`config.mk`:
```
export PLATFORM = sky130hd
export DESIGN_NAME = cgbm_queue
export DESIGN_NICKNAME = d
export VERILOG_FILES = /design/src/design/cgbm_pkg.sv /design/src/design/cgbm_queue.sv
export SDC_FILE = /design/constraint.sdc
export NUM_CORES = 1
export LEC_CHECK = 0
export ABC_CLOCK_PERIOD_IN_PS = 4700
export BUFFER_PORTS_ARGS = -buffer_cell sky130_fd_sc_hd__buf_2
export CORE_MARGIN = 3
export CORE_UTILIZATION = 35
export DETAILED_ROUTE_END_ITERATION = 10
export MAX_ROUTING_LAYER = met4
export SETUP_SLACK_MARGIN = 0.1
export SYNTH_ARGS = -nofsm -noshare
export SYNTH_HDL_FRONTEND = slang
export SYNTH_SLANG_ARGS = --single-unit
```
`constraint.sdc`:
```
create_clock -name clk -period 4.7 [get_ports clk]
set_input_delay 0.235 -clock clk [delete_from_list [all_inputs] [get_ports clk]]
set_output_delay 0.235 -clock clk [all_outputs]
set_load 0.01 [all_outputs]
```
`src/design/cgbm_pkg.sv`:
```
// shared types, constants and functions for the correlated gbm path step block
package cgbm_pkg;

  localparam int unsigned NumLanes = 4;
  localparam int unsigned NumRegs  = 7;

  localparam logic [2:0] REG_SPOT  = 3'd0;
  localparam logic [2:0] REG_DRIFT = 3'd1;
  localparam logic [2:0] REG_ROW0  = 3'd2;
  localparam logic [2:0] REG_ROW1  = 3'd3;
  localparam logic [2:0] REG_ROW2  = 3'd4;
  localparam logic [2:0] REG_ROW3  = 3'd5;
  localparam logic [2:0] REG_STEPS = 3'd6;

  localparam logic [29:0] LOG2E_Q28 = 30'd387270501;
  localparam logic [29:0] LN2_Q30   = 30'd744261118;
  localparam logic [30:0] ONE_Q30   = 31'h4000_0000;
  localparam logic [31:0] PRICE_MAX = 32'hFFFF_FFFF;

  // ceil(2^34 / k), exact quotient for any 31-bit dividend
  localparam logic [32:0] RECIP3 = 33'd5726623062;
  localparam logic [32:0] RECIP5 = 33'd3435973837;
  localparam logic [32:0] RECIP6 = 33'd2863311531;
  localparam logic [32:0] RECIP7 = 33'd2454267027;

  // queue entry: samples of one step plus path bookkeeping
  typedef struct packed {
    logic signed [15:0] g0;
    logic signed [15:0] g1;
    logic signed [15:0] g2;
    logic signed [15:0] g3;
    logic               path_start;
    logic [15:0]        step_index;
    logic               path_end;
  } cgbm_job_t;

  // horner stage: floor(q / k) for k in 1..8, by shift or reciprocal multiply
  function automatic logic [30:0] horner_div(input logic [30:0] q,
                                             input logic [3:0] k);
    logic [32:0] recip;
    logic [63:0] prod;
    begin
      case (k)
        4'd7:    recip = RECIP7;
        4'd6:    recip = RECIP6;
        4'd5:    recip = RECIP5;
        4'd3:    recip = RECIP3;
        default: recip = '0;
      endcase
      prod = {33'd0, q} * {31'd0, recip};
      case (k)
        4'd8:    horner_div = q >> 3;
        4'd4:    horner_div = q >> 2;
        4'd2:    horner_div = q >> 1;
        4'd1:    horner_div = q;
        default: horner_div = {1'b0, prod[63:34]};
      endcase
    end
  endfunction

endpackage

```
`src/design/cgbm_queue.sv`:
```
// two-entry queue between front and back
module cgbm_queue (
  input  logic                clk,
  input  logic                rst_n,
  input  logic                wr_valid,
  output logic                wr_ready,
  input  cgbm_pkg::cgbm_job_t wr_job,
  output logic                rd_valid,
  input  logic                rd_ready,
  output cgbm_pkg::cgbm_job_t rd_job
);

  cgbm_pkg::cgbm_job_t mem_r [2];
  logic       wr_ptr_r, rd_ptr_r;
  logic [1:0] count_r;
  logic       do_wr, do_rd;

  assign wr_ready = (count_r != 2'd2);
  assign rd_valid = (count_r != 2'd0);
  assign rd_job   = mem_r[rd_ptr_r];
  assign do_wr    = wr_valid && wr_ready;
  assign do_rd    = rd_valid && rd_ready;

  always_ff @(posedge clk) begin
    if (do_wr) begin
      mem_r[wr_ptr_r] <= wr_job;
    end
  end

  always_ff @(posedge clk) begin
    if (!rst_n) begin
      wr_ptr_r <= 1'b0;
      rd_ptr_r <= 1'b0;
      count_r  <= 2'd0;
    end else begin
      if (do_wr) wr_ptr_r <= ~wr_ptr_r;
      if (do_rd) rd_ptr_r <= ~rd_ptr_r;
      count_r <= count_r + {1'b0, do_wr} - {1'b0, do_rd};
    end
  end

  a_count_max: assert property (@(posedge clk) disable iff (!rst_n)
    count_r <= 2'd2)
    else $error("queue count overflow");

endmodule

```
# Word level (Yosys, flattened, before mapping)
# Memories as Yosys holds them, arrays and structs flattened. A register that Yosys moved wholly into a read port is not among the register bits.
# Index checks and enable logic that the tools add are counted.
# word_totals
register_bits	4
ram_bits	164
input_bits	86
n_memories	1
# mem_list
memory	depth	word_bits	rd	rd_ports_with_merged_regs	wr	line_no	rtl
mem_r	2	82	1	1	1	cgbm_queue.sv:13	cgbm_pkg::cgbm_job_t mem_r [2];
# classes
add_sub_neg	2
n_eq_ne	1
muxes	4
n_bitwise	2
reduce_logical	3
# op_table
cell	n
two-way mux 1 bit	4
adder 2 x 1 -> 2 bit	1
logical AND 1 bit	2
!= test 2 bit (second input constant)	1
NOT 1 bit	2
nonzero test 2 bit	1
subtractor 2 x 1 -> 2 bit	1

# Logic depth before layout (Yosys ltp)
# depth
depth_word	4
depth_mapped	8
ltp_nobuf	8

# Worst setup path before layout
# Ideal clock, no wire load.
# synth_timing
path_type	flip-flop to flip-flop
startpoint	reg count_r[0]
endpoint	mem mem_r[0][0] (netlist bit), enable pin
setup_time_ns	0.523
arrival_time_ns	4.076
required_time_ns	4.177
slack_ns	0.101
path_stages_with_launch	4
path_buffers	0
cell_sequence	dfxtp_1 nand2b_1 nand2_1 nor2_1
# synth_between
elab_chain_cells	4
# synth_lines
element	line_no	rtl
from (decl)	cgbm_queue.sv:15	logic [1:0] count_r;
from (signal assigned)	cgbm_queue.sv:38	count_r <= count_r + {1'b0, do_wr} - {1'b0, do_rd};
!= test 2 bit	cgbm_queue.sv:18	assign wr_ready = (count_r != 2'd2);
net wr_ready	cgbm_queue.sv:6	output logic wr_ready,
logical AND 1 bit	cgbm_queue.sv:21	assign do_wr = wr_valid && wr_ready;
two-way mux 1 bit	cgbm_queue.sv:25	if (do_wr) begin
two-way mux 1 bit (implied by the code)	cgbm_queue.sv:26	mem_r[wr_ptr_r] <= wr_job;
to (decl)	cgbm_queue.sv:13	
# The timed path passes the listed nets, and every way through them passes these cells.

==> metrics <==
grt total ovfl=0; unrepaired setup endpoints after global routing=false; Fmax=432.4 MHz; setup ws final=between 2 and 2.5 ns; Die ar.=roughly 20000 sq um; flop-to-flop setup slack=2.58 ns; pwr dens=511.3 nW/um^2; non-filler cells, final=780; synthesized area=6554 sq um; DRC=0; clock latency on the worst-skew pair=0.41 ns; max-cap violation count=0; Placer Congestion=0.6930; reg2reg end=mem_r[0][75]; CP Capture Type=output pin; overall global routing resource usage=0.1216; CORE AREA=18210 sq um; footprint of the multi-input gates=around 1400 sq um; Sink Count=between 150 and 200; DRT Wirelength=11750 microns; hold-critical path depth=1; vias per cell=~4.3; FF/Latch Area=5029 sq um; CTS tree=done; final-layout fill cell count=between 1500 and 2000; initial antenna violation count=1; drt first pass iters=4; CP required=4.47 ns; Static Leak=approximately 0.0035 uW; cells after synthesis=279; setup TNS=0 ns; die width=142.8 microns; Post-Syn Nets=367; clock root cell=clkbuf_16; Hold Path Class=input pin to flop; crit path launch type=flop; Fin. Hold Viols=0; H-tree levels=4; effective utilization at floorplan=0.3599; Place WS=2.531 ns; Synth Register Bits=169; Data arrival, critical path=between 2 and 2.5 ns; Post-Route M1 WL=about 4700 microns; switching part of the total power=0.2491; final instance area=~9000 sq um; Slew HR=0.4007; Layout Skew=0.005809 ns; Min-Delay Endpoint=mem_r[1][72]; Max Slew Vio Count=0; Port Buffers=around 170; fraction of the cycle the final worst path needs=0.4921; top layer in use=met4; crit path time final=2.313 ns; clk slew on worst S/H paths=0.06 ns; vias in the first global route=3703; Internal Power=3440 uW; sequential share of power=0.430; critical path class=flop to output pin; post-place instance area=approximately 7600 sq um; Num CTS Buffers=17; Unique masters post-synth=18; sequential cell area fraction in the yosys report=0.7667; clock buffer depth=2; share of layout cells above drive strength 1=0.5182; maximum vdd ir drop=0.2535 mV; ordered cell list for the critical path=buf_4 > mux2_4 > buf_2; # placed instances=about 670; # setup viols final=0; mean area per synthesized cell=about 23 sq um; Syn-to-layout area delta=36.71%; slowest CP cell=buf_4; R2R depth=4; Routed wire per std cell=~15 microns; met3 wire len=662 microns; largest net degree at the start of global routing=55; status=finished clean; worst slew pin tran=between 0.8 and 0.9 ns; Comb power frac=0.247; die extent in y=142.8 microns; row count=49; detailed-route via count=3376; HP Start=wr_job[72]; crit-path max cell delay=between 0.5 and 0.6 ns; first-pass GRT wire length=18370 microns; number of I/O pins=170; synth warn=0; post-cts resize count=0; Initial DRC Count=182; wire length on met2=6213 microns; Post-layout nets=625; Crit Path Max Fanout=32; FF-to-FF Start=count_r[0]; Clock power frac=0.323; Antenna Violating Nets Remaining=0; switching pwr=roughly 1100 uW
timing repair:
action | in CTS | in global routing
setup buffers | 0 | 0
hold buffers | 74 | 1
setup endpoints to repair | 0 | 0
endpoints found under the hold margin | 147 | 2
state kept, by name, indices dropped and copies added (netlist names), named ones only:
signal / count
mem_r: 164
wr_ptr_r: 1
rd_ptr_r: 1
count_r: 2
critical path: cells and delay by family (launching register included):
kind                   cells  cell delay, ns
flip-flops                 1            0.56
multiplexers               1            0.35
buffers and inverters      2            0.71
routing by layer:
| layer | vias to the layer above | global-route usage |
|---|---|---|
| met5 | - | - |
| met4 | 0 | 0.04702 |
| met1 | 1646 | 0.1290 |
| met2 | 98 | 0.2094 |
| met3 | 10 | 0.04119 |
| li1 | 1622 | - |
per-stage QoR:
stage          total power (uW)  hold WS, ns    util
2_1_floorplan              2830       0.3339       -
3_3_place_gp               3095       0.4229  0.4159
3_5_place_dp               3114       0.4264  0.4159
4_1_cts                    4656    0.0002750  0.4914
5_1_grt                    4804     0.005221  0.4921
6_report                   4582      0.02543  0.4921
synthesized netlist by cell type (all sizes together):
cell | n | share of area
or2 | 1 | 0.00096
xnor2 | 3 | 0.0040
inv | 1 | 0.00057
mux2 | 82 | 0.19
nor2b | 2 | 0.0019
buf | 9 | 0.026
and3 | 1 | 0.00096
dfxtp | 5 | 0.015
nand2b | 2 | 0.0019
mux2i | 1 | 0.0015
and2 | 2 | 0.0019
o21a | 1 | 0.0011
edfxtp | 164 | 0.75
nor2 | 1 | 0.00057
nand2 | 2 | 0.0011
ha | 2 | 0.0038
power by group through the flow:
stage / logic [uW] / clock network [uW] / registers (uW)
after CTS: 1160 / 1520 / 1980
after global routing: 1230 / 1590 / 1990
after global placement: 1100 / 0 / 2000
final: 1130 / 1480 / 1970
after detailed placement: 1110 / 0 / 2010
after floorplan: 845 / 0 / 1980
area by class of cell:
cell class | count | area share
well taps | 229 | 0.03198
clock buffers | 19 | 0.04832
clock inverters | 13 | 0.02234
inverters | 1 | 0.0004189
multi-input cells | 100 | 0.1525
flip-flops and latches | 169 | 0.5612
diodes | 1 | 0.0002793
repair buffers | 248 | 0.1829
how the worst max path moves through the flow:
stage	cells past startpoint	from	slack [ns]	end
2_1_floorplan	3	count_r[0]	0.10	mem_r[0][0]
3_3_place_gp	4	count_r[0]	2.57	mem_r[0][80]
3_5_place_dp	4	count_r[0]	2.53	mem_r[0][41]
4_1_cts	3	flop	2.31	rd_job[20]
5_1_grt	3	flop	2.25	rd_job[20]
6_report	3	flop	2.39	rd_job[44]
cells by family (layout without fill, tap and decap cells):
logic type	count (synthesis)	after routing	synth area share
AOI/OAI and AO/OA	1	1	0.001146
DFF	169	169	0.7667
and+or+nand+nor	11	11	0.009355
xor gates and xnor gates	3	3	0.004010
muxes	83	83	0.1882
adders and majority gates	2	2	0.003818
buffers and inverters	10	281	0.02673
other	0	1	0
placed cells by master, fill, tap and decap left out, drive strengths merged, types with 3 or more instances in the layout:
master	n
buf	173
bufinv	5
clkbuf	19
clkinv	7
dfxtp	5
dlygate4sd3	75
edfxtp	164
mux2	82
xnor2	3
(Power assumes the default switching activity.)
