===== src/design/cgbm_pkg.sv =====
// shared types, constants and functions for the correlated gbm path step block
package cgbm_pkg;

  localparam int unsigned NumLanes = 4;
  localparam int unsigned NumRegs  = 7;

  localparam logic [2:0] REG_SPOT  = 3'd0;
  localparam logic [2:0] REG_DRIFT = 3'd1;
  localparam logic [2:0] REG_ROW0  = 3'd2;
  localparam logic [2:0] REG_ROW1  = 3'd3;
  localparam logic [2:0] REG_ROW2  = 3'd4;
  localparam logic [2:0] REG_ROW3  = 3'd5;
  localparam logic [2:0] REG_STEPS = 3'd6;

  localparam logic [29:0] LOG2E_Q28 = 30'd387270501;
  localparam logic [29:0] LN2_Q30   = 30'd744261118;
  localparam logic [30:0] ONE_Q30   = 31'h4000_0000;
  localparam logic [31:0] PRICE_MAX = 32'hFFFF_FFFF;

  // ceil(2^34 / k), exact quotient for any 31-bit dividend
  localparam logic [32:0] RECIP3 = 33'd5726623062;
  localparam logic [32:0] RECIP5 = 33'd3435973837;
  localparam logic [32:0] RECIP6 = 33'd2863311531;
  localparam logic [32:0] RECIP7 = 33'd2454267027;

  // queue entry: samples of one step plus path bookkeeping
  typedef struct packed {
    logic signed [15:0] g0;
    logic signed [15:0] g1;
    logic signed [15:0] g2;
    logic signed [15:0] g3;
    logic               path_start;
    logic [15:0]        step_index;
    logic               path_end;
  } cgbm_job_t;

  // horner stage: floor(q / k) for k in 1..8, by shift or reciprocal multiply
  function automatic logic [30:0] horner_div(input logic [30:0] q,
                                             input logic [3:0] k);
    logic [32:0] recip;
    logic [63:0] prod;
    begin
      case (k)
        4'd7:    recip = RECIP7;
        4'd6:    recip = RECIP6;
        4'd5:    recip = RECIP5;
        4'd3:    recip = RECIP3;
        default: recip = '0;
      endcase
      prod = {33'd0, q} * {31'd0, recip};
      case (k)
        4'd8:    horner_div = q >> 3;
        4'd4:    horner_div = q >> 2;
        4'd2:    horner_div = q >> 1;
        4'd1:    horner_div = q;
        default: horner_div = {1'b0, prod[63:34]};
      endcase
    end
  endfunction

endpackage


===== src/design/cgbm_front.sv =====
// front part: step counting, path bookkeeping and job formation
module cgbm_front (
  input  logic                clk,
  input  logic                rst_n,
  input  logic                in_tvalid,
  output logic                in_tready,
  input  logic [63:0]         in_tdata,
  input  logic [15:0]         steps_per_path,
  output logic                job_valid,
  input  logic                job_ready,
  output cgbm_pkg::cgbm_job_t job
);

  logic [15:0] step_count_r, step_count_nxt;
  logic [15:0] steps_eff;
  logic [15:0] step_inc;
  logic        last_step;

  assign steps_eff = (steps_per_path == 16'd0) ? 16'd1 : steps_per_path;
  assign step_inc  = step_count_r + 16'd1;
  assign last_step = (step_inc >= steps_eff) || (step_inc == 16'd0);

  assign in_tready = job_ready;
  assign job_valid = in_tvalid;

  always_comb begin
    job.g0         = in_tdata[15:0];
    job.g1         = in_tdata[31:16];
    job.g2         = in_tdata[47:32];
    job.g3         = in_tdata[63:48];
    job.path_start = (step_count_r == 16'd0);
    job.step_index = step_inc;
    job.path_end   = last_step;
    step_count_nxt = step_count_r;
    if (in_tvalid && job_ready) begin
      step_count_nxt = last_step ? 16'd0 : step_inc;
    end
  end

  always_ff @(posedge clk) begin
    if (!rst_n) begin
      step_count_r <= '0;
    end else begin
      step_count_r <= step_count_nxt;
    end
  end

endmodule


===== config.mk =====
export PLATFORM = sky130hd
export DESIGN_NAME = cgbm_front
export DESIGN_NICKNAME = d
export VERILOG_FILES = /design/src/design/cgbm_pkg.sv /design/src/design/cgbm_front.sv
export SDC_FILE = /design/constraint.sdc
export NUM_CORES = 1
export LEC_CHECK = 0
export ABC_CLOCK_PERIOD_IN_PS = 7000
export BUFFER_PORTS_ARGS = -buffer_cell sky130_fd_sc_hd__buf_4
export CAP_MARGIN = 20
export CORE_MARGIN = 4
export CORE_UTILIZATION = 34
export CTS_CLUSTER_SIZE = 8
export DETAILED_ROUTE_END_ITERATION = 7
export GPL_TIMING_DRIVEN = 0
export PLACE_DENSITY = 0.67
export SETUP_SLACK_MARGIN = 0.1
export SYNTH_ARGS = -nofsm -noshare
export SYNTH_HDL_FRONTEND = slang
export SYNTH_SLANG_ARGS = --single-unit

===== constraint.sdc =====
create_clock -name clk -period 7 [get_ports clk]
set_clock_uncertainty 0.2 [all_clocks]
set_input_delay 1.75 -clock clk [delete_from_list [all_inputs] [get_ports clk]]
set_output_delay 1.75 -clock clk [all_outputs]
set_load 0.02 [all_outputs]

# After elaboration in Yosys (flattened, before gate mapping)
# Cells that the tools add are included.
# op_classes
n_addsub,1
magnitude_cmp,1
muxes,2
reduce_logical,5
# ops
op,n
$logic_not 16->1,3
$mux 16,2
$add 16x1->16 const B,1
$ge 16x16->1,1
$logic_and 1x1->1,1
$logic_or 1x1->1,1
# totals
register_bits,16
in_bits,84
output_inout_bits,84
elab_cells,10

# Depth between registers and ports, before layout
# Gate-level depths: netlist (run 1).
# depth
depth_word,5
depth_mapped,14
mapped_depth_nobuf,12

# Worst setup path before layout (run 1)
# Ideal clock, no wire load.
# synth_timing
kind,in2out
startpoint,input port steps_per_path[8]
endpoint,output port job[0] (netlist bit)
arrival_time_ns,3.803
required_time_ns,5.050
path_slack_ns,1.247
path_stages,10
path_buffers,2
path_cell_list,nor4_1 > a41o_1 > ha_1 > nand2b_1 > a2111oi_0 > nor3_1 > o311ai_4 > buf_4 > nand3b_1 > buf_4
# synth_via
elab_chain_len,4
# synth_rtl
item,line,text
"start, declared",cgbm_front.sv:8,"input logic [15:0] steps_per_path,"
$logic_not 16->1,cgbm_front.sv:19,assign steps_eff = (steps_per_path == 16'd0) ? 16'd1 : steps_per_path;
$mux 16 *,cgbm_front.sv:19,
$ge 16x16->1 *,cgbm_front.sv:21,assign last_step = (step_inc >= steps_eff) || (step_inc == 16'd0);
$logic_or 1x1->1 *,cgbm_front.sv:21,
"end, declared",cgbm_front.sv:11,output cgbm_pkg::cgbm_job_t job
# Mark *: on every way between the ends. The rest lies on a longest branch, timed or not.

# Final worst setup path (run 1)
# layout_timing
startpoint,input port steps_per_path[4]
endpoint,output port job[0] (netlist bit)
# Same word-level chain as after synthesis.

==> results.yml, run 1 <==
critical_path:
  worstSetupPathType: "input pin to output port"
  cp_top_family: "compound AO/OA/AOI/OAI gates"
  cp_slowest_cell: "o311ai_4"
  cpPeakStageDelay_ns: 0.42
  path_max_fanout: 10
  worst_setup_path_end_kind: "output port"
  required_ns: 5.05
  crit_top_cell: "buf_4"
  path_buf_inv: 4
  path_cells: "buf_4 > nor4_1 > a41o_1 > ha_1 > nand2b_1 > a2111oi_0 > nor3_1 > o311ai_4 > buf_4 > nand3b_1 > buf_4 > buf_4"
  worstPathArrival_ns: 4.38
  cp-start-kind: "input pin"
yosys:
  syn-instance-count: 276
  yosys_warnings: 0
  yosysTopAreaCell: "buf_4"
  synth-edff-count: 0
  synth_top_area_share: 0.246
  synthTopCellsByArea: "buf_4, dfxtp_1, ha_1"
  synth_cell_type_count: 49
  ys_ff_latch: 16
  synth_most_common_cell: "buf_4"
  avgSynthCellArea_um2: 7.84
  synth_area_um2: 2160
  synthArstFlopShare: 0
  synth.top_cells.by_count: "buf_4, inv_1, nand2_1, ha_1, dfxtp_1"
  synth_nets: 378
  yosysSeqAreaShare: 0.148
  ys.flop_type: "dfxtp_1"
layout:
  largest_reg_flops: 16
  final_area_um2: 3070
  multi_input_area_um2: 1180
  n_fill_cell: 601
  largest-register: "step_count_r"
  seqCellArea_um2: 320
  biggestRegsByFlops: "step_count_r: 16 flops"
  drive_gt1_frac: 0.513
  final_nets: 486
  n_antenna_cell: 0
  syn_to_final_growth_pct: 42.0
sta:
  tightest_slew_ns: 0.894
  setup_slack_ns: 0.666
  max_slew_margin: 0.399
  rsz0062_at_grt: "false"
  period_share: 0.905
  min_period_ns: 6.33
  finalSetupTns_ns: 0
  slew_violations: 0
  timing.fmax_mhz: 158
  setup_violations: 0
  whs_ns: 0.347
  hold_violations: 0
clocking:
  post_cts_resized: 0
  ctsRootBufferMaster: "clkbuf_8"
  clkTransAtPathRegs_ns: 0.07
  cts_tree: "done"
  cts_buffer_depth: 2
  post_cts_buffers: 0
  insertion_delay_ns: 0.25
  clock_sinks: 16
  htree_num_levels: 1
  ctsHoldBuffers: 0
  numCtsBuffers: 3
placement:
  portBuffers: 103
  dp_hpwl_mm: 5.24
  placed_cell_area_um2: 3030
  gp_congestion: 0.882
  pre_cts_slack_ns: 0.608
die:
  fp.dieW_um: 87.8
  rows: 28
  start_util: 0.357
  io_pins: 168
  die_h_um: 87.8
  coreArea_um2: 6060
  die-area_um2: 7710
grt:
  antenna_found_initial: 0
  grt_util_all_layers: 0.152
  grt_pass1_wl_mm: 9.49
  grt_start_max_net_pins: 11
  grt_pass1_vias: 2011
  gr-total-overflow: 0
routing:
  wire_per_inst_um: 13.3
  drc: 0
  drtIter0Drc: 119
  first_pass_iters: 4
  final_antenna_net_count: 0
  wl_mm: 6.10
  vias_per_cell: 4.83
  dr_total_vias: 2208
run_status:
  status: "completed"
pwr:
  pwr_density_cell_nw_per_um2: 91.8
  max-vdd-ir-drop_v: 0.0000665
  leakagePower_nw: 1.63
hold_path:
  hp-class: "flop to flop"
job:
  maxCapViolCount: 0
## final timing paths
check / start / endpoint / slack (ns) / cells past startpoint
worst max-delay path: steps_per_path[4] / job[0] / 0.67 / 12
worst max register to register: step_count_r[0] / step_count_r[3] / 3.06 / 12
worst min-delay path: step_count_r[12] / step_count_r[12] / 0.35 / 2
worst min register to register: step_count_r[12] / step_count_r[12] / 0.35 / 2
## power by group
part | internal, mW | total (mW) | switching (mW)
Clock | 0.0382 | 0.0714 | 0.0332
Combinational | 0.0631 | 0.118 | 0.0545
Sequential | 0.0917 | 0.0932 | 0.00156
Total | 0.193 | 0.282 | 0.0893
## per-layer routing
metal,track usage,share of wire,vias to the layer above
li1,-,-,1104
met1,0.194,0.39,982
met2,0.269,0.49,118
met3,0.0216,0.11,4
met4,0.0363,0.0085,0
met5,0,0,-
## area by class of cell
cell class / count / share of cell area
multi-input combinational: 158 / 0.384
timing repair buffer: 103 / 0.252
buffer: 78 / 0.186
sequential: 16 / 0.104
tap: 75 / 0.0305
inverter: 24 / 0.0293
clock buffer: 3 / 0.0134
## metrics by stage
stage / utilization / total power [mW] / cells
after floorplan: - / 0.167 / 276
after global placement: 0.500 / 0.213 / 454
after detailed placement: 0.500 / 0.214 / 454
after CTS: 0.507 / 0.283 / 457
after global routing: 0.507 / 0.294 / 457
final: 0.507 / 0.282 / 457
## cell usage in the layout (no fill, tap or decap), drive strengths merged, types with 2 or more instances in the layout
| cell type | count |
|---|---|
| and2 | 3 |
| nor2 | 10 |
| xor2 | 3 |
| a21oi | 5 |
| nand3 | 14 |
| inv | 24 |
| or2 | 4 |
| nand2 | 21 |
| mux2i | 3 |
| nand2b | 2 |
| buf | 180 |
| a41o | 2 |
| a31oi | 3 |
| clkbuf | 4 |
| ha | 18 |
| nor3 | 8 |
| xnor2 | 10 |
| mux2 | 2 |
| nor4 | 6 |
| dfxtp | 16 |
| nand4 | 10 |
| nor2b | 2 |
| o211ai | 3 |
| o21ai | 6 |
| a32o | 5 |
| and4 | 4 |
| and3 | 2 |
## cells by family (layout without fill, tap and decap cells)
logic type	count (synthesis)	after routing	synth area share
AO/OA/AOI/OAI	34	34	0.122
XOR/XNOR	13	13	0.0561
adder cells (fa/ha/maj)	18	18	0.104
buffers and inverters	102	208	0.306
flip-flops	16	16	0.148
multiplexers	5	5	0.0260
AND/OR/NAND/NOR	88	88	0.238
## worst min-delay path: stages, from the launching register on
cell     delay (ns)
dfxtp_1        0.37
nand2_1        0.08
o21ai_1        0.05
Note: power is estimated with default switching activity, not from simulation.
==> inputs of run 2 (changes only) <==
--- a/config.mk
+++ b/config.mk
@@ -14,6 +14,7 @@
 export DETAILED_ROUTE_END_ITERATION = 7
 export GPL_TIMING_DRIVEN = 0
 export PLACE_DENSITY = 0.67
+export REMOVE_ABC_BUFFERS = 1
 export SETUP_SLACK_MARGIN = 0.1
 export SYNTH_ARGS = -nofsm -noshare
 export SYNTH_HDL_FRONTEND = slang
==> run 2 against run 1 <==
Critical path depth shrank 2. Non-clock buffer count down 140. Die area did not move. Clock power increased by 21%. Sequential power about the same. Design area shrank 33%. Routed wire length grew 46%. Fmax increased by 0.78%. Sequential share of layout area up 5.1 points. First-iteration DRC count decreased by 20%. Flip-flop and latch count unchanged. Critical path type unchanged. Highest routed layer is now met5.
==> results.yml, run 2 (same netlist as run 1, synthesis figures left out) <==
sta:
  setup_violations: 0
  timing.fmax_mhz: 159
  period_share: 0.898
  whs_ns: 0.334
  tightest_slew_ns: 0.801
  hold_violations: 0
  rsz0062_at_grt: "false"
  slew_violations: 0
  finalSetupTns_ns: 0
  min_period_ns: 6.29
  max_slew_margin: 0.465
critical_path:
  r2r_slack_ns: 2.92
  r2r_end: "step_count_r[0]"
  worstPathArrival_ns: 4.34
  path_max_fanout: 18
  reg2reg_from: "step_count_r[0]"
  worst_setup_path_end_kind: "output port"
  worstSetupPathType: "input pin to output port"
  cp-start-kind: "input pin"
  cp-startpoint: "steps_per_path[4]"
  cp-endpoint: "job[0]"
  required_ns: 5.05
  rr_worst_depth: 11
pwr:
  max-vdd-ir-drop_v: 0.0000638
  p_int_mw: 0.159
  p_seq_frac: 0.433
  pwr-share-comb: 0.167
  clock_power_share: 0.400
  leakagePower_nw: 0.965
  power_switching_share: 0.261
  total_power_mw: 0.216
  p_switching_mw: 0.0563
  pwr_density_cell_nw_per_um2: 105
grt:
  grt_pass1_vias: 1763
  grt_util_all_layers: 0.228
  gr-total-overflow: 0
  antenna_found_initial: 0
  grt_pass1_wl_mm: 12.3
  grt_start_max_net_pins: 19
clocking:
  numCtsBuffers: 3
  cts_buffer_depth: 2
  post_cts_resized: 0
  clock_sinks: 16
  ctsRootBufferMaster: "clkbuf_8"
  ctsHoldBuffers: 0
  insertion_delay_ns: 0.26
  cts_tree: "done"
  clkTransAtPathRegs_ns: 0.07
  htree_num_levels: 1
  post_cts_buffers: 0
die:
  fp.dieW_um: 87.8
  die-area_um2: 7710
  start_util: 0.357
  die_h_um: 87.8
  io_pins: 168
  rows: 28
  coreArea_um2: 6060
placement:
  dp_hpwl_mm: 7.82
  portBuffers: 39
  gp_congestion: 0.846
  placed_cell_area_um2: 2010
routing:
  wire_per_inst_um: 28.0
  wl_mm: 8.92
  dr_total_vias: 1788
  final_antenna_net_count: 0
  first_pass_iters: 4
  vias_per_cell: 5.62
  drtIter0Drc: 95
  drc: 0
layout:
  utilization: 0.340
  drive_gt1_frac: 0.243
  final_nets: 346
  final_area_um2: 2060
  syn_to_final_growth_pct: -4.80
  seqCellArea_um2: 320
  final_cell_mix: "buf_4, inv_1, nand2_1"
  biggestRegsByFlops: "step_count_r: 16 flops"
  largest_reg_flops: 16
  layout_commonest_cell: "buf_4"
  n_fill_cell: 637
  multi_input_area_um2: 1190
  largest-register: "step_count_r"
  n_antenna_cell: 0
hold_path:
  hp-class: "flop to flop"
job:
  maxCapViolCount: 0
run_status:
  status: "completed"
[run 2: per-layer routing]
layer  share of wire  GRT usage
met4           0.013     0.0502
met2            0.38      0.308
met1            0.30      0.203
met5           0.015      0.156
met3            0.29      0.292
[run 2: layout make-up]
class / instances / area share
Clock buffer: 4 / 0.0267
Sequential cell: 16 / 0.155
Inverter: 24 / 0.0437
Multi-Input combinational cell: 158 / 0.576
Timing Repair Buffer: 41 / 0.153
Tap cell: 75 / 0.0455
[run 2: critical path: stages]
cell and delay, ns:
buf_4 0.11, nor4_1 0.31, a41o_1 0.23, ha_1 0.22, nand2b_1 0.13, a2111oi_0 0.39, nor3_1 0.15, o311ai_4 0.69
nand3b_1 0.14, buf_4 0.20
[run 2: how the worst min path moves through the flow]
stage | to | slack (ns) | depth (start not counted) | startpoint
6_report | step_count_r[12] | 0.33 | 2 | step_count_r[12]
5_1_grt | step_count_r[12] | 0.38 | 2 | step_count_r[12]
4_1_cts | step_count_r[12] | 0.34 | 2 | step_count_r[12]
3_5_place_dp | step_count_r[12] | 0.32 | 2 | step_count_r[12]
3_3_place_gp | step_count_r[12] | 0.32 | 2 | step_count_r[12]
2_1_floorplan | step_count_r[12] | 0.28 | 2 | step_count_r[12]
[run 2: power groups by stage]
stage	sequential [mW]	combinational, mW	clock [mW]
floorplan	0.0948	0.0165	0
global placement	0.0954	0.0343	0
detailed placement	0.0954	0.0363	0
CTS	0.0933	0.0366	0.0869
global route	0.0935	0.0407	0.0906
finish	0.0934	0.0360	0.0864
[run 2: stage by stage]
step                      cells  setup WS [ns]
after floorplan             198           1.23
after global placement      312          0.697
after detailed placement    314          0.700
after CTS                   318          0.686
after global routing        318          0.446
final                       318          0.715
==> inputs of run 3 (changes only) <==
--- a/config.mk
+++ b/config.mk
@@ -13,7 +13,7 @@
 export CTS_CLUSTER_SIZE = 8
 export DETAILED_ROUTE_END_ITERATION = 7
 export GPL_TIMING_DRIVEN = 0
-export PLACE_DENSITY = 0.67
+export PLACE_DENSITY = 0.76
 export REMOVE_ABC_BUFFERS = 1
 export SETUP_SLACK_MARGIN = 0.1
 export SYNTH_ARGS = -nofsm -noshare
==> run 3 against run 2 <==
Non-clock buffer count is the same. Critical path depth unchanged. Routed wire length up 2.1%. Setup slack lost 0.015 ns. Count of clock-buffer cells in the layout stayed put. First-iteration DRC count decreased by 47%. Clock power decreased by 0.6%. Global-route usage is 0.53 points higher. Utilization fell by 0.062 points. Fmax fell by 0.23%. Critical path type unchanged. Critical endpoint unchanged. Highest routed layer unchanged.
==> results.yml, run 3 (same netlist as run 1, synthesis figures left out) <==
clocking:
  ctsRootBufferMaster: "clkbuf_8"
  cts_tree: "done"
  clock_sinks: 16
  clkTransAtPathRegs_ns: 0.07
  ctsHoldBuffers: 0
  htree_num_levels: 1
  post_cts_buffers: 0
  numCtsBuffers: 3
  insertion_delay_ns: 0.26
  cts_buffer_depth: 2
  post_cts_resized: 0
sta:
  rsz0062_at_grt: "false"
  period_share: 0.900
  max_slew_margin: 0.465
  finalSetupTns_ns: 0
  min_period_ns: 6.30
  hold_violations: 0
  timing.fmax_mhz: 159
  tightest_slew_ns: 0.801
  setup_violations: 0
  slew_violations: 0
job:
  maxCapViolCount: 0
pwr:
  max-vdd-ir-drop_v: 0.0000499
  pwr_density_cell_nw_per_um2: 105
  leakagePower_nw: 0.964
layout:
  layout_commonest_cell: "buf_4"
  largest-register: "step_count_r"
  largest_reg_flops: 16
  n_antenna_cell: 0
  final_nets: 346
  drive_gt1_frac: 0.243
  biggestRegsByFlops: "step_count_r: 16 flops"
  syn_to_final_growth_pct: -4.97
  final_cell_mix: "buf_4, inv_1, nand2_1"
  final_area_um2: 2060
grt:
  grt_util_all_layers: 0.234
  grt_pass1_vias: 1915
  grt_pass1_wl_mm: 12.7
  grt_start_max_net_pins: 19
  antenna_found_initial: 0
  gr-total-overflow: 0
die:
  start_util: 0.357
  fp.dieW_um: 87.8
  die_h_um: 87.8
  io_pins: 168
  rows: 28
  die-area_um2: 7710
  coreArea_um2: 6060
hold_path:
  hp-class: "flop to flop"
  min-delay-start: "step_count_r[12]"
critical_path:
  cp-start-kind: "input pin"
  crit_top_cell: "buf_4"
  worstSetupPathType: "input pin to output port"
  reg2reg_from: "step_count_r[0]"
  worst_setup_path_end_kind: "output port"
  worstPathArrival_ns: 4.35
  path_cells: "buf_4 > nor4_1 > a41o_1 > ha_1 > nand2b_1 > a2111oi_0 > nor3_1 > o311ai_4 > nand3b_1 > buf_4"
  path_buf_inv: 2
  required_ns: 5.05
  cp-startpoint: "steps_per_path[4]"
  cp_top_family: "compound AO/OA/AOI/OAI gates"
  r2r_slack_ns: 2.83
  path_max_fanout: 18
  cp_slowest_cell: "o311ai_4"
  cpPeakStageDelay_ns: 0.69
placement:
  placed_cell_area_um2: 2000
  gp_congestion: 0.875
  dp_hpwl_mm: 7.80
  portBuffers: 39
run_status:
  status: "completed"
routing:
  wl_mm: 9.11
  wire_per_inst_um: 28.6
  vias_per_cell: 5.90
  drtIter0Drc: 50
  first_pass_iters: 4
  drc: 0
  dr_total_vias: 1875
  final_antenna_net_count: 0
run 3: changes by cell type in the layout (fill, tap and decap cells not counted):
cell,before,now
buf_4,39,40
buf_6,2,1
run 3: worst register-to-register path: stages, from the launching register on:
cell and delay (ns):
dfxtp_1 0.55, ha_1 0.35, and2_1 0.21, nand4_1 0.14, and2_1 0.21, or2_2 0.31
ha_1 0.33, a41oi_1 0.23, o21ai_0 0.21, o311ai_4 0.76, nand2_1 0.31, o31ai_1 0.27
run 3: cell type report:
class	count	area [um^2]
Timing Repair Buffer	41	312
Multi-Input combinational cell	158	1190
Fill cell	621	4000
Inverter	24	90.1
Sequential cell	16	320
Tap cell	75	93.8
Clock buffer	4	55.1
run 3: path summary, 6_finish.rpt:
| kind | cells past startpoint | to |
|---|---|---|
| max | 10 | job[0] |
| min | 2 | step_count_r[12] |
| max reg2reg | 11 | step_count_r[0] |
| min reg2reg | 2 | step_count_r[12] |
run 3: power breakdown:
group	leakage, nW	internal (mW)	switching (mW)
Sequential	0.129	0.0916	0.00189
Clock	0.0288	0.0500	0.0359
Combinational	0.806	0.0177	0.0186
Total	0.964	0.159	0.0564
run 3: stage by stage:
stage / total power, mW / hold WS, ns / cells / worst slack, ns / utilization
floorplan: 0.111 / 0.279 / 198 / 1.23 / -
global placement: 0.130 / 0.306 / 312 / 0.732 / 0.326
detailed placement: 0.132 / 0.329 / 314 / 0.667 / 0.330
CTS: 0.215 / 0.338 / 318 / 0.668 / 0.339
global route: 0.223 / 0.375 / 318 / 0.455 / 0.339
finish: 0.216 / 0.344 / 318 / 0.700 / 0.339
run 3: routing by layer:
| metal | routed length (um) | track usage | up-vias |
|---|---|---|---|
| li1 | - | - | 819 |
| met1 | 2770 | 0.201 | 863 |
| met2 | 3560 | 0.327 | 178 |
| met3 | 2490 | 0.282 | 11 |
| met4 | 149 | 0.0628 | 4 |
| met5 | 141 | 0.182 | - |
